===== config.mk =====
export PLATFORM = sky130hd
export DESIGN_NAME = pwm_motif_scanner
export DESIGN_NICKNAME = d
export VERILOG_FILES = /design/src/design/pms_pkg.sv /design/src/design/pms_ctrl.sv /design/src/design/pms_datapath.sv /design/src/design/pwm_motif_scanner.sv
export SDC_FILE = /design/constraint.sdc
export NUM_CORES = 2
export LEC_CHECK = 0
export BUFFER_PORTS_ARGS = -buffer_cell sky130_fd_sc_hd__buf_2
export CAP_MARGIN = 5
export CORE_ASPECT_RATIO = 0.9
export CORE_MARGIN = 1
export CORE_UTILIZATION = 40
export CTS_BUF_LIST = sky130_fd_sc_hd__clkbuf_4 sky130_fd_sc_hd__clkbuf_8
export CTS_CLUSTER_SIZE = 8
export DETAILED_ROUTE_END_ITERATION = 10
export PLACE_DENSITY = 0.65
export SLEW_MARGIN = 20
export SYNTH_ARGS = -nofsm -noshare
export SYNTH_HDL_FRONTEND = slang
export SYNTH_SLANG_ARGS = --single-unit
export TNS_END_PERCENT = 50

===== constraint.sdc =====
create_clock -name i_clk -period 5.78 [get_ports i_clk]
set_clock_uncertainty 0.05 [all_clocks]
set_input_delay 1.156 -clock i_clk [delete_from_list [all_inputs] [get_ports i_clk]]
set_output_delay 1.156 -clock i_clk [all_outputs]
set_load 0.1 [all_outputs]

===== src/design/pms_pkg.sv =====
package pms_pkg;

    localparam int MAX_MOTIF_LEN = 32;
    localparam int LEN_W         = 6;
    localparam int IDX_W         = 5;
    localparam int WEIGHT_BITS   = 16;
    localparam int POSITION_BITS = 32;
    localparam int SCORE_W       = 21;
    localparam int ACC_W         = WEIGHT_BITS + IDX_W + 1;
    localparam int NUM_ORI       = 4;
    localparam int CFG_DATA_W    = 21;
    localparam int CFG_IDX_W     = 2;

    localparam logic [1:0] ACT_LOAD = 2'd0;
    localparam logic [1:0] ACT_BASE = 2'd1;
    localparam logic [1:0] ACT_NEW  = 2'd2;

    localparam logic [CFG_IDX_W-1:0] CFG_LEN  = 2'd0;
    localparam logic [CFG_IDX_W-1:0] CFG_THR  = 2'd1;
    localparam logic [CFG_IDX_W-1:0] CFG_MASK = 2'd2;

    localparam logic [1:0] ORI_SENSE = 2'd0;
    localparam logic [1:0] ORI_REV   = 2'd1;
    localparam logic [1:0] ORI_COMP  = 2'd2;
    localparam logic [1:0] ORI_RC    = 2'd3;

    localparam logic signed [ACC_W-1:0] SCORE_MAX = ACC_W'(1048575);
    localparam logic signed [ACC_W-1:0] SCORE_MIN = -ACC_W'(1048576);

    typedef struct packed {
        logic take;
        logic start;
        logic issue;
        logic load_pend;
        logic emit;
    } t_cmd;

    typedef struct packed {
        logic window_ok;
        logic scan_last;
        logic s1_valid;
        logic pend_any;
        logic out_free;
        logic emit_last;
    } t_status;

    function automatic logic [1:0] ori_of_slot(input logic [1:0] slot);
        logic [1:0] ori;
        unique case (slot)
            2'd0:    ori = ORI_SENSE;
            2'd1:    ori = ORI_COMP;
            2'd2:    ori = ORI_REV;
            default: ori = ORI_RC;
        endcase
        return ori;
    endfunction

    function automatic logic signed [SCORE_W-1:0] sat_score(
        input logic signed [ACC_W-1:0] acc
    );
        logic signed [ACC_W-1:0] c;
        c = acc;
        if (acc > SCORE_MAX) c = SCORE_MAX;
        if (acc < SCORE_MIN) c = SCORE_MIN;
        return c[SCORE_W-1:0];
    endfunction

endpackage


===== src/design/pms_ctrl.sv =====
module pms_ctrl (
    input  logic              i_clk,
    input  logic              i_rst_n,
    input  logic              i_valid,
    input  logic [1:0]        i_action,
    input  pms_pkg::t_status  i_status,
    output logic              o_ready,
    output pms_pkg::t_cmd     o_cmd
);

    typedef enum logic [4:0] {
        ST_IDLE  = 5'b00001,
        ST_EVAL  = 5'b00010,
        ST_SCAN  = 5'b00100,
        ST_FLUSH = 5'b01000,
        ST_EMIT  = 5'b10000
    } t_state;

    t_state r_state, n_state;

    always_ff @(posedge i_clk) begin
        if (!i_rst_n) begin
            r_state <= ST_IDLE;
        end else begin
            r_state <= n_state;
        end
    end

    always_comb begin
        n_state = r_state;
        o_cmd   = '0;
        o_ready = 1'b0;
        unique case (r_state)
            ST_IDLE: begin
                o_ready    = 1'b1;
                o_cmd.take = i_valid;
                if (i_valid && i_action == pms_pkg::ACT_BASE) begin
                    n_state = ST_EVAL;
                end
            end
            ST_EVAL: begin
                o_cmd.start = 1'b1;
                n_state = i_status.window_ok ? ST_SCAN : ST_IDLE;
            end
            ST_SCAN: begin
                o_cmd.issue = 1'b1;
                if (i_status.scan_last) begin
                    n_state = ST_FLUSH;
                end
            end
            ST_FLUSH: begin
                if (!i_status.s1_valid) begin
                    o_cmd.load_pend = 1'b1;
                    n_state = ST_EMIT;
                end
            end
            ST_EMIT: begin
                if (!i_status.pend_any) begin
                    n_state = ST_IDLE;
                end else if (i_status.out_free) begin
                    o_cmd.emit = 1'b1;
                    if (i_status.emit_last) begin
                        n_state = ST_IDLE;
                    end
                end
            end
            default: n_state = ST_IDLE;
        endcase
    end

endmodule


===== src/design/pms_datapath.sv =====
module pms_datapath (
    input  logic                                     i_clk,
    input  logic                                     i_rst_n,
    input  pms_pkg::t_cmd                            i_cmd,
    output pms_pkg::t_status                         o_status,
    input  logic                                     i_cfg_we,
    input  logic [pms_pkg::CFG_IDX_W-1:0]            i_cfg_index,
    input  logic [pms_pkg::CFG_DATA_W-1:0]           i_cfg_data,
    input  logic [1:0]                               i_action,
    input  logic [4:0]                               i_weight_row,
    input  logic [1:0]                               i_weight_column,
    input  logic signed [15:0]                       i_weight_value,
    input  logic [7:0]                               i_base,
    input  logic                                     i_out_ready,
    output logic                                     o_out_valid,
    output logic [pms_pkg::POSITION_BITS-1:0]        o_match_position,
    output logic [1:0]                               o_orientation,
    output logic signed [pms_pkg::SCORE_W-1:0]       o_match_score,
    output logic                                     o_last_of_run
);

    localparam int LW = pms_pkg::LEN_W;
    localparam int IW = pms_pkg::IDX_W;
    localparam int AW = pms_pkg::ACC_W;
    localparam int WB = pms_pkg::WEIGHT_BITS;
    localparam int PB = pms_pkg::POSITION_BITS;
    localparam int SW = pms_pkg::SCORE_W;

    logic [LW-1:0]        r_len_cfg;
    logic signed [SW-1:0] r_thr;
    logic [3:0]           r_mask;
    logic [PB-1:0]        r_seen;
    logic [LW-1:0]        r_run;
    logic [1:0]           r_code [pms_pkg::MAX_MOTIF_LEN];
    logic [IW-1:0]        r_i;
    logic [WB-1:0]        r_wmem [4][pms_pkg::MAX_MOTIF_LEN];
    logic [WB-1:0]        r_rd_a [4];
    logic [WB-1:0]        r_rd_b [4];
    logic                 r_s1_valid;
    logic [1:0]           r_s1_code;
    logic signed [AW-1:0] r_sum [4];
    logic [3:0]           r_pend;
    logic                 r_out_valid;
    logic [PB-1:0]        r_pos;
    logic [1:0]           r_ori;
    logic signed [SW-1:0] r_score;
    logic                 r_last;

    logic [LW-1:0]        len_eff;
    logic [LW-1:0]        len_m1;
    logic [IW-1:0]        j;
    logic                 base_ok;
    logic [1:0]           base_code;
    logic signed [SW-1:0] score [4];
    logic [3:0]           pass;
    logic [3:0]           pick;
    logic [1:0]           pick_slot;
    logic [1:0]           pick_ori;
    logic                 out_free;

    always_comb begin
        len_eff = r_len_cfg;
        if (r_len_cfg == '0) len_eff = LW'(1);
        if (r_len_cfg > LW'(pms_pkg::MAX_MOTIF_LEN)) len_eff = LW'(pms_pkg::MAX_MOTIF_LEN);
        len_m1 = len_eff - LW'(1);
        j = len_m1[IW-1:0] - r_i;
    end

    always_comb begin
        base_ok = 1'b1;
        base_code = 2'd0;
        case (i_base)
            8'h41:   base_code = 2'd0;
            8'h43:   base_code = 2'd1;
            8'h47:   base_code = 2'd2;
            8'h54:   base_code = 2'd3;
            default: base_ok = 1'b0;
        endcase
    end

    always_ff @(posedge i_clk) begin
        if (!i_rst_n) begin
            r_len_cfg <= LW'(8);
            r_thr     <= '0;
            r_mask    <= 4'hF;
        end else if (i_cfg_we) begin
            unique case (i_cfg_index)
                pms_pkg::CFG_LEN:  r_len_cfg <= i_cfg_data[LW-1:0];
                pms_pkg::CFG_THR:  r_thr     <= i_cfg_data[SW-1:0];
                pms_pkg::CFG_MASK: r_mask    <= i_cfg_data[3:0];
                default: ;
            endcase
        end
    end

    always_ff @(posedge i_clk) begin
        if (!i_rst_n) begin
            r_seen <= '0;
            r_run  <= '0;
        end else if (i_cmd.take) begin
            if (i_action == pms_pkg::ACT_NEW) begin
                r_seen <= '0;
            end else if (i_action == pms_pkg::ACT_BASE) begin
                if (r_seen != '1) r_seen <= r_seen + PB'(1);
                if (!base_ok) begin
                    r_run <= '0;
                end else if (r_run < LW'(pms_pkg::MAX_MOTIF_LEN)) begin
                    r_run <= r_run + LW'(1);
                end
            end
        end
    end

    always_ff @(posedge i_clk) begin
        if (i_cmd.take && i_action == pms_pkg::ACT_BASE) begin
            for (int k = pms_pkg::MAX_MOTIF_LEN - 1; k > 0; k--) begin
                r_code[k] <= r_code[k-1];
            end
            r_code[0] <= base_code;
        end
    end

    always_ff @(posedge i_clk) begin
        if (i_cmd.take && i_action == pms_pkg::ACT_LOAD
                && {1'b0, i_weight_row} < LW'(pms_pkg::MAX_MOTIF_LEN)) begin
            r_wmem[i_weight_column][i_weight_row] <= i_weight_value[WB-1:0];
        end
    end

    always_ff @(posedge i_clk) begin
        if (i_cmd.issue) begin
            for (int c = 0; c < 4; c++) begin
                r_rd_a[c] <= r_wmem[c][r_i];
                r_rd_b[c] <= r_wmem[c][j];
            end
            r_s1_code <= r_code[j];
        end
    end

    always_ff @(posedge i_clk) begin
        if (!i_rst_n) begin
            r_s1_valid <= 1'b0;
            r_i        <= '0;
        end else begin
            r_s1_valid <= i_cmd.issue;
            if (i_cmd.start) begin
                r_i <= '0;
            end else if (i_cmd.issue) begin
                r_i <= r_i + IW'(1);
            end
        end
    end

    always_ff @(posedge i_clk) begin
        if (i_cmd.start) begin
            for (int o = 0; o < 4; o++) r_sum[o] <= '0;
        end else if (r_s1_valid) begin
            r_sum[pms_pkg::ORI_SENSE] <= r_sum[pms_pkg::ORI_SENSE]
                + AW'($signed(r_rd_a[r_s1_code]));
            r_sum[pms_pkg::ORI_COMP]  <= r_sum[pms_pkg::ORI_COMP]
                + AW'($signed(r_rd_a[~r_s1_code]));
            r_sum[pms_pkg::ORI_REV]   <= r_sum[pms_pkg::ORI_REV]
                + AW'($signed(r_rd_b[r_s1_code]));
            r_sum[pms_pkg::ORI_RC]    <= r_sum[pms_pkg::ORI_RC]
                + AW'($signed(r_rd_b[~r_s1_code]));
        end
    end

    always_comb begin
        for (int o = 0; o < 4; o++) begin
            score[o] = pms_pkg::sat_score(r_sum[o]);
            pass[o]  = r_mask[o] && (score[o] >= r_thr);
        end
        pick = r_pend & (~r_pend + 4'd1);
        pick_slot = 2'd0;
        for (int s = 3; s >= 0; s--) begin
            if (r_pend[s]) pick_slot = 2'(s);
        end
        pick_ori = pms_pkg::ori_of_slot(pick_slot);
        out_free = !r_out_valid || i_out_ready;
    end

    always_ff @(posedge i_clk) begin
        if (!i_rst_n) begin
            r_pend <= '0;
        end else if (i_cmd.load_pend) begin
            for (int s = 0; s < 4; s++) begin
                r_pend[s] <= pass[pms_pkg::ori_of_slot(2'(s))];
            end
        end else if (i_cmd.emit) begin
            r_pend <= r_pend & ~pick;
        end
    end

    always_ff @(posedge i_clk) begin
        if (!i_rst_n) begin
            r_out_valid <= 1'b0;
        end else if (i_cmd.emit) begin
            r_out_valid <= 1'b1;
        end else if (i_out_ready) begin
            r_out_valid <= 1'b0;
        end
    end

    always_ff @(posedge i_clk) begin
        if (i_cmd.emit) begin
            r_pos   <= r_seen - PB'(len_eff) + PB'(1);
            r_ori   <= pick_ori;
            r_score <= score[pick_ori];
            r_last  <= (r_pend & ~pick) == 4'd0;
        end
    end

    assign o_status.window_ok = (r_seen >= PB'(len_eff)) && (r_run >= len_eff);
    assign o_status.scan_last = r_i == len_m1[IW-1:0];
    assign o_status.s1_valid  = r_s1_valid;
    assign o_status.pend_any  = r_pend != 4'd0;
    assign o_status.out_free  = out_free;
    assign o_status.emit_last = (r_pend & ~pick) == 4'd0;

    assign o_out_valid      = r_out_valid;
    assign o_match_position = r_pos;
    assign o_orientation    = r_ori;
    assign o_match_score    = r_score;
    assign o_last_of_run    = r_last;

endmodule


===== src/design/pwm_motif_scanner.sv =====
// A base transaction with a full window evaluates, reads the weight matrix row-serially, flushes
// and then emits one result per cycle while the output is free; otherwise it returns to idle.
// No new item is taken until a base's scan and results are done; loads and restarts are
// taken in idle without a scan. The four orientation sums share one row scan.
// The next item is taken while a result waits. Reset (synchronous, active low) clears
// control, counters and config to 8 / 0 / 15; the weight matrix is not cleared.
module pwm_motif_scanner (
    input  logic                                  i_clk,
    input  logic                                  i_rst_n,
    input  logic                                  i_valid,
    output logic                                  o_ready,
    input  logic [1:0]                            i_action,
    input  logic [4:0]                            i_weight_row,
    input  logic [1:0]                            i_weight_column,
    input  logic signed [15:0]                    i_weight_value,
    input  logic [7:0]                            i_base,
    output logic                                  o_valid,
    input  logic                                  i_ready,
    output logic [pms_pkg::POSITION_BITS-1:0]     o_match_position,
    output logic [1:0]                            o_orientation,
    output logic signed [pms_pkg::SCORE_W-1:0]    o_match_score,
    output logic                                  o_last_of_run,
    input  logic                                  i_cfg_valid,
    output logic                                  o_cfg_ready,
    input  logic [pms_pkg::CFG_IDX_W-1:0]         i_cfg_index,
    input  logic [pms_pkg::CFG_DATA_W-1:0]        i_cfg_data
);

    pms_pkg::t_cmd    cmd;
    pms_pkg::t_status status;

    assign o_cfg_ready = 1'b1;

    pms_ctrl u_ctrl (
        .i_clk    (i_clk),
        .i_rst_n  (i_rst_n),
        .i_valid  (i_valid),
        .i_action (i_action),
        .i_status (status),
        .o_ready  (o_ready),
        .o_cmd    (cmd)
    );

    pms_datapath u_dp (
        .i_clk            (i_clk),
        .i_rst_n          (i_rst_n),
        .i_cmd            (cmd),
        .o_status         (status),
        .i_cfg_we         (i_cfg_valid),
        .i_cfg_index      (i_cfg_index),
        .i_cfg_data       (i_cfg_data),
        .i_action         (i_action),
        .i_weight_row     (i_weight_row),
        .i_weight_column  (i_weight_column),
        .i_weight_value   (i_weight_value),
        .i_base           (i_base),
        .i_out_ready      (i_ready),
        .o_out_valid      (o_valid),
        .o_match_position (o_match_position),
        .o_orientation    (o_orientation),
        .o_match_score    (o_match_score),
        .o_last_of_run    (o_last_of_run)
    );

    a_base_blocks: assert property (@(posedge i_clk) disable iff (!i_rst_n)
        (i_valid && o_ready && i_action == pms_pkg::ACT_BASE) |=> !o_ready)
        else $error("base transaction did not start a scan");

    a_pos_nonzero: assert property (@(posedge i_clk) disable iff (!i_rst_n)
        o_valid |-> (o_match_position != '0))
        else $error("match position is zero");

    a_emit_free: assert property (@(posedge i_clk) disable iff (!i_rst_n)
        cmd.emit |-> (!o_valid || i_ready))
        else $error("result overwritten before transaction");

endmodule

==> results.yml <==
cts:
  clock_latency_ns: 1.05
  htree_levels: 5
  cts_num_sinks: 2471
  postCtsHoldBufs: 0
  tritoncts: "done"
  post_cts_buffers: 0
  clock_pin_slew_on_the_worst_setup_and_hold_paths_ns: 0.06
  ctsResizeCount: 0
  tritoncts.num_buffers: 393
  cts_root_buffer: "sky130_fd_sc_hd__clkbuf_8"
  clock_path_buffers: 4
route:
  detail-route-antenna-nets: 0
  drt_iter0_drc: 10400
  routed_wl_microns: 363000
  route.detailed.drc: 0
  m1WireLength_microns: 141000
  detailedRoute.firstPassIterationCount: 6
  routed_wire_length_per_instance_microns: 33.7
  met3_length_microns: 47700
  route.detailed.vias_per_inst: 6.44
  uppermost_layer_routed: "met5"
  via_count: 69300
  routed-wl-met2_microns: 162000
global_route:
  grt_antenna_before_repair: 22
  grt_pass1_vias: 68200
  remaining_overflow_grt: 0
  maximum_number_of_pins_on_one_net_before_global_route_repair: 129
  grt_first_pass_wirelength_microns: 506000
  grt_usage_pct: 23.7
critical_path:
  critical_path.top_delay_family: "adder cells"
  worst_ep_arrival_time_ns: 5.88
  worstPathCellList: "nor4_1, nor2_1, nor2_1, inv_1, ha_1, inv_1, fa_4, buf_12, buf_4, mux4_2, mux4_2, mux2_2"
  worst-r2r-cell-count: 12
  timing.critical_path.from_type: "flop"
  reg2reg_from: "u_dp.r_len_cfg[1]"
  critical_path.slowest_cell: "sky130_fd_sc_hd__fa_4"
  worst-path-max-fanout: 19
  cp.depth: 12
  critical_path_buf_inv_count: 4
  worst-r2r-setup-slack_ns: 0.58
  crit_end: "u_dp.r_rd_b[0][4]"
  critical_path.endpoint_type: "flop"
  cpPeakStageDelay_ns: 1.15
  critical_path.reg2reg.endpoint: "u_dp.r_rd_b[0][4]"
  critPathKind: "reg2reg"
  crit_path_start: "u_dp.r_len_cfg[1]"
  worst-endpoint-required_ns: 6.46
timing:
  final.setup.worst_slack_ns: 0.575
  timing.final.max_slew_violations: 0
  totalNegativeSetupSlack_ns: 0
  fmaxAchievable_mhz: 192
  worstMarginPinSlew_ns: 1.17
  unrepaired_setup_endpoints_after_global_routing: "false"
  finalHoldViolCount: 0
  post-route-min-period_ns: 5.20
  whs_ns: 0.376
  final.period_utilization_pct: 90.0
  worst_slew_margin_rel_pct: 21.3
  setup_violations: 0
placed_design:
  buffer_ports.inserted: 118
  detailedPlacementHpwl_microns: 209000
  globalplace.congestion: 0.855
  dp_slack_ns: 0.537
job:
  maxCapViolations: 0
yosys:
  synthesis.area_per_instance_sq_um: 19.3
  synth.most_common_cell: "sky130_fd_sc_hd__edfxtp_1"
  async_reset_ff_share_pct: 0
  postSynthNetCount: 6556
  synth_flop_cell: "sky130_fd_sc_hd__edfxtp_1"
  netlist_area_sq_mm: 0.120
  synth.yosys.warnings: 0
  synthTopCellsByArea: "sky130_fd_sc_hd__edfxtp_1, sky130_fd_sc_hd__mux4_2, sky130_fd_sc_hd__ha_1"
  synthesis.instances: 6220
  ys_ff_latch: 2471
  synth-seq-area-share_pct: 61.2
  synth_edf_count: 2386
  post-synth-top-area-fraction_pct: 59.8
  ys_top_cells_by_count: "sky130_fd_sc_hd__edfxtp_1, sky130_fd_sc_hd__mux4_2, sky130_fd_sc_hd__nor2_1, sky130_fd_sc_hd__ha_1, sky130_fd_sc_hd__clkbuf_1"
  yosys.area.top_type: "sky130_fd_sc_hd__edfxtp_1"
  yosys.cell_types.count: 81
floorplan:
  dieArea_sq_mm: 0.302
  initial_core_utilization_pct: 40.2
  num_rows: 190
  boundaryPins: 120
  core_area_sq_mm: 0.298
  fp.dieH_microns: 521
  die_width_microns: 579
power_and_ir_drop:
  p_leak_nw: 41.7
  ir_drop_uv: 249
  total_power_mw: 38.7
  power.density_mw_per_mm2: 290
cells_and_area:
  drive_above_1_share_pct: 37.8
  syn_to_final_growth_pct: 11.4
  nets: 6909
min_path:
  worstHoldPathType: "in2reg"
status:
  run_status: "completed"
worst min path at each step:
| stage | startpoint | to | depth (start not counted) |
|---|---|---|---|
| after global placement | u_dp.r_code[27][0] | u_dp.r_code[28][0] | 0 |
| after global routing | i_cfg_data[20] | u_dp.r_thr[20] | 3 |
| after detailed placement | u_dp.r_code[27][0] | u_dp.r_code[28][0] | 0 |
| final | i_cfg_data[20] | u_dp.r_thr[20] | 3 |
| after floorplan | u_dp.r_code[11][0] | u_dp.r_code[12][0] | 0 |
| after CTS | i_cfg_data[5] | u_dp.r_len_cfg[5] | 3 |
cell usage in the layout (no fill, tap or decap), types with 44 or more instances in the layout:
cell type	count
sky130_fd_sc_hd__edfxtp_1	2386
sky130_fd_sc_hd__mux4_2	1364
sky130_fd_sc_hd__clkbuf_8	404
sky130_fd_sc_hd__ha_1	266
sky130_fd_sc_hd__buf_4	203
sky130_fd_sc_hd__nor2_1	180
sky130_fd_sc_hd__nand2_1	176
sky130_fd_sc_hd__mux2_2	132
sky130_fd_sc_hd__nor2_2	128
sky130_fd_sc_hd__a21oi_1	125
sky130_fd_sc_hd__clkbuf_4	121
sky130_fd_sc_hd__inv_1	111
sky130_fd_sc_hd__buf_2	102
sky130_fd_sc_hd__xnor2_1	84
sky130_fd_sc_hd__o21ai_0	81
sky130_fd_sc_hd__dfxtp_1	81
sky130_fd_sc_hd__a21o_1	75
sky130_fd_sc_hd__clkinv_1	70
sky130_fd_sc_hd__nor2b_1	63
sky130_fd_sc_hd__maj3_1	58
sky130_fd_sc_hd__nor3_1	44
report_power, final:
part | internal (mW) | switching (mW) | leakage (nW) | total, mW
Combinational | 2.21 | 2.42 | 15.8 | 4.63
Sequential | 19.8 | 0.148 | 22.2 | 20.0
Clock | 7.26 | 6.82 | 3.72 | 14.1
Total | 29.3 | 9.39 | 41.7 | 38.7
cells by family (layout without fill, tap and decap cells):
group                      count (synthesis)  in the layout  share of synthesized area, %
AOI/OAI and AO/OA                        470            470                          2.62
xor gates and xnor gates                 126            126                         0.921
adders and majority gates                333            333                          3.40
buffers and inverters                    502           1088                          1.64
DFF                                     2471           2471                          61.2
muxes                                   1531           1531                          27.2
other                                      1             17                       0.00313
and+or+nand+nor                          786            786                          3.07
through the flow:
| stage | std cells | area [sq um] | utilization (%) |
|---|---|---|---|
| final | 10800 | 134000 | 44.8 |
| after global routing | 10700 | 134000 | 44.8 |
| after CTS | 10700 | 134000 | 44.8 |
| after detailed placement | 10100 | 127000 | 42.5 |
| after global placement | 10100 | 127000 | 42.5 |
| after floorplan | 6220 | 120000 | - |
state kept, by name (all words and copies together) (netlist names):
name	count
u_dp.r_wmem	2048
u_dp.r_sum	88
u_dp.r_code	64
u_dp.r_rd_a	64
u_dp.r_rd_b	64
u_dp.o_match_position	32
u_dp.r_seen	32
u_dp.o_match_score	21
u_dp.r_thr	21
u_dp.r_len_cfg	6
u_dp.r_run	6
u_ctrl.r_state	5
u_dp.r_i	5
u_dp.r_mask	4
u_dp.r_pend	4
u_dp.o_orientation	2
u_dp.r_s1_code	2
u_dp.o_last_of_run	1
u_dp.o_out_valid	1
u_dp.r_s1_valid	1
final cells by class:
class / count / area (sq um)
clock inverters: 103 / 539
clock buffers: 525 / 6470
repair buffers: 345 / 2830
fillers: 25000 / 164000
flip-flops and latches: 2471 / 73400
well taps: 3936 / 4920
multi-input cells: 3247 / 45000
diodes: 16 / 40.0
inverters: 115 / 440
routing by layer:
metal	track usage (%)	vias to the layer above
met3	7.08	663
met4	7.68	14
met2	35.4	4862
li1	-	27100
met1	33.4	36700
met5	0	-
worst reg2reg max path, cell delays in order, from the launching register on:
cell and delay (ns):
sky130_fd_sc_hd__dfxtp_1 0.33, sky130_fd_sc_hd__nor4_1 0.33, sky130_fd_sc_hd__nor2_1 0.11, sky130_fd_sc_hd__nor2_1 0.42
sky130_fd_sc_hd__inv_1 0.17, sky130_fd_sc_hd__ha_1 0.33, sky130_fd_sc_hd__inv_1 0.07, sky130_fd_sc_hd__fa_4 1.15
sky130_fd_sc_hd__buf_12 0.31, sky130_fd_sc_hd__buf_4 0.39, sky130_fd_sc_hd__mux4_2 0.57, sky130_fd_sc_hd__mux4_2 0.46
sky130_fd_sc_hd__mux2_2 0.27
No activity file was read; power rests on OpenSTA's default activity.
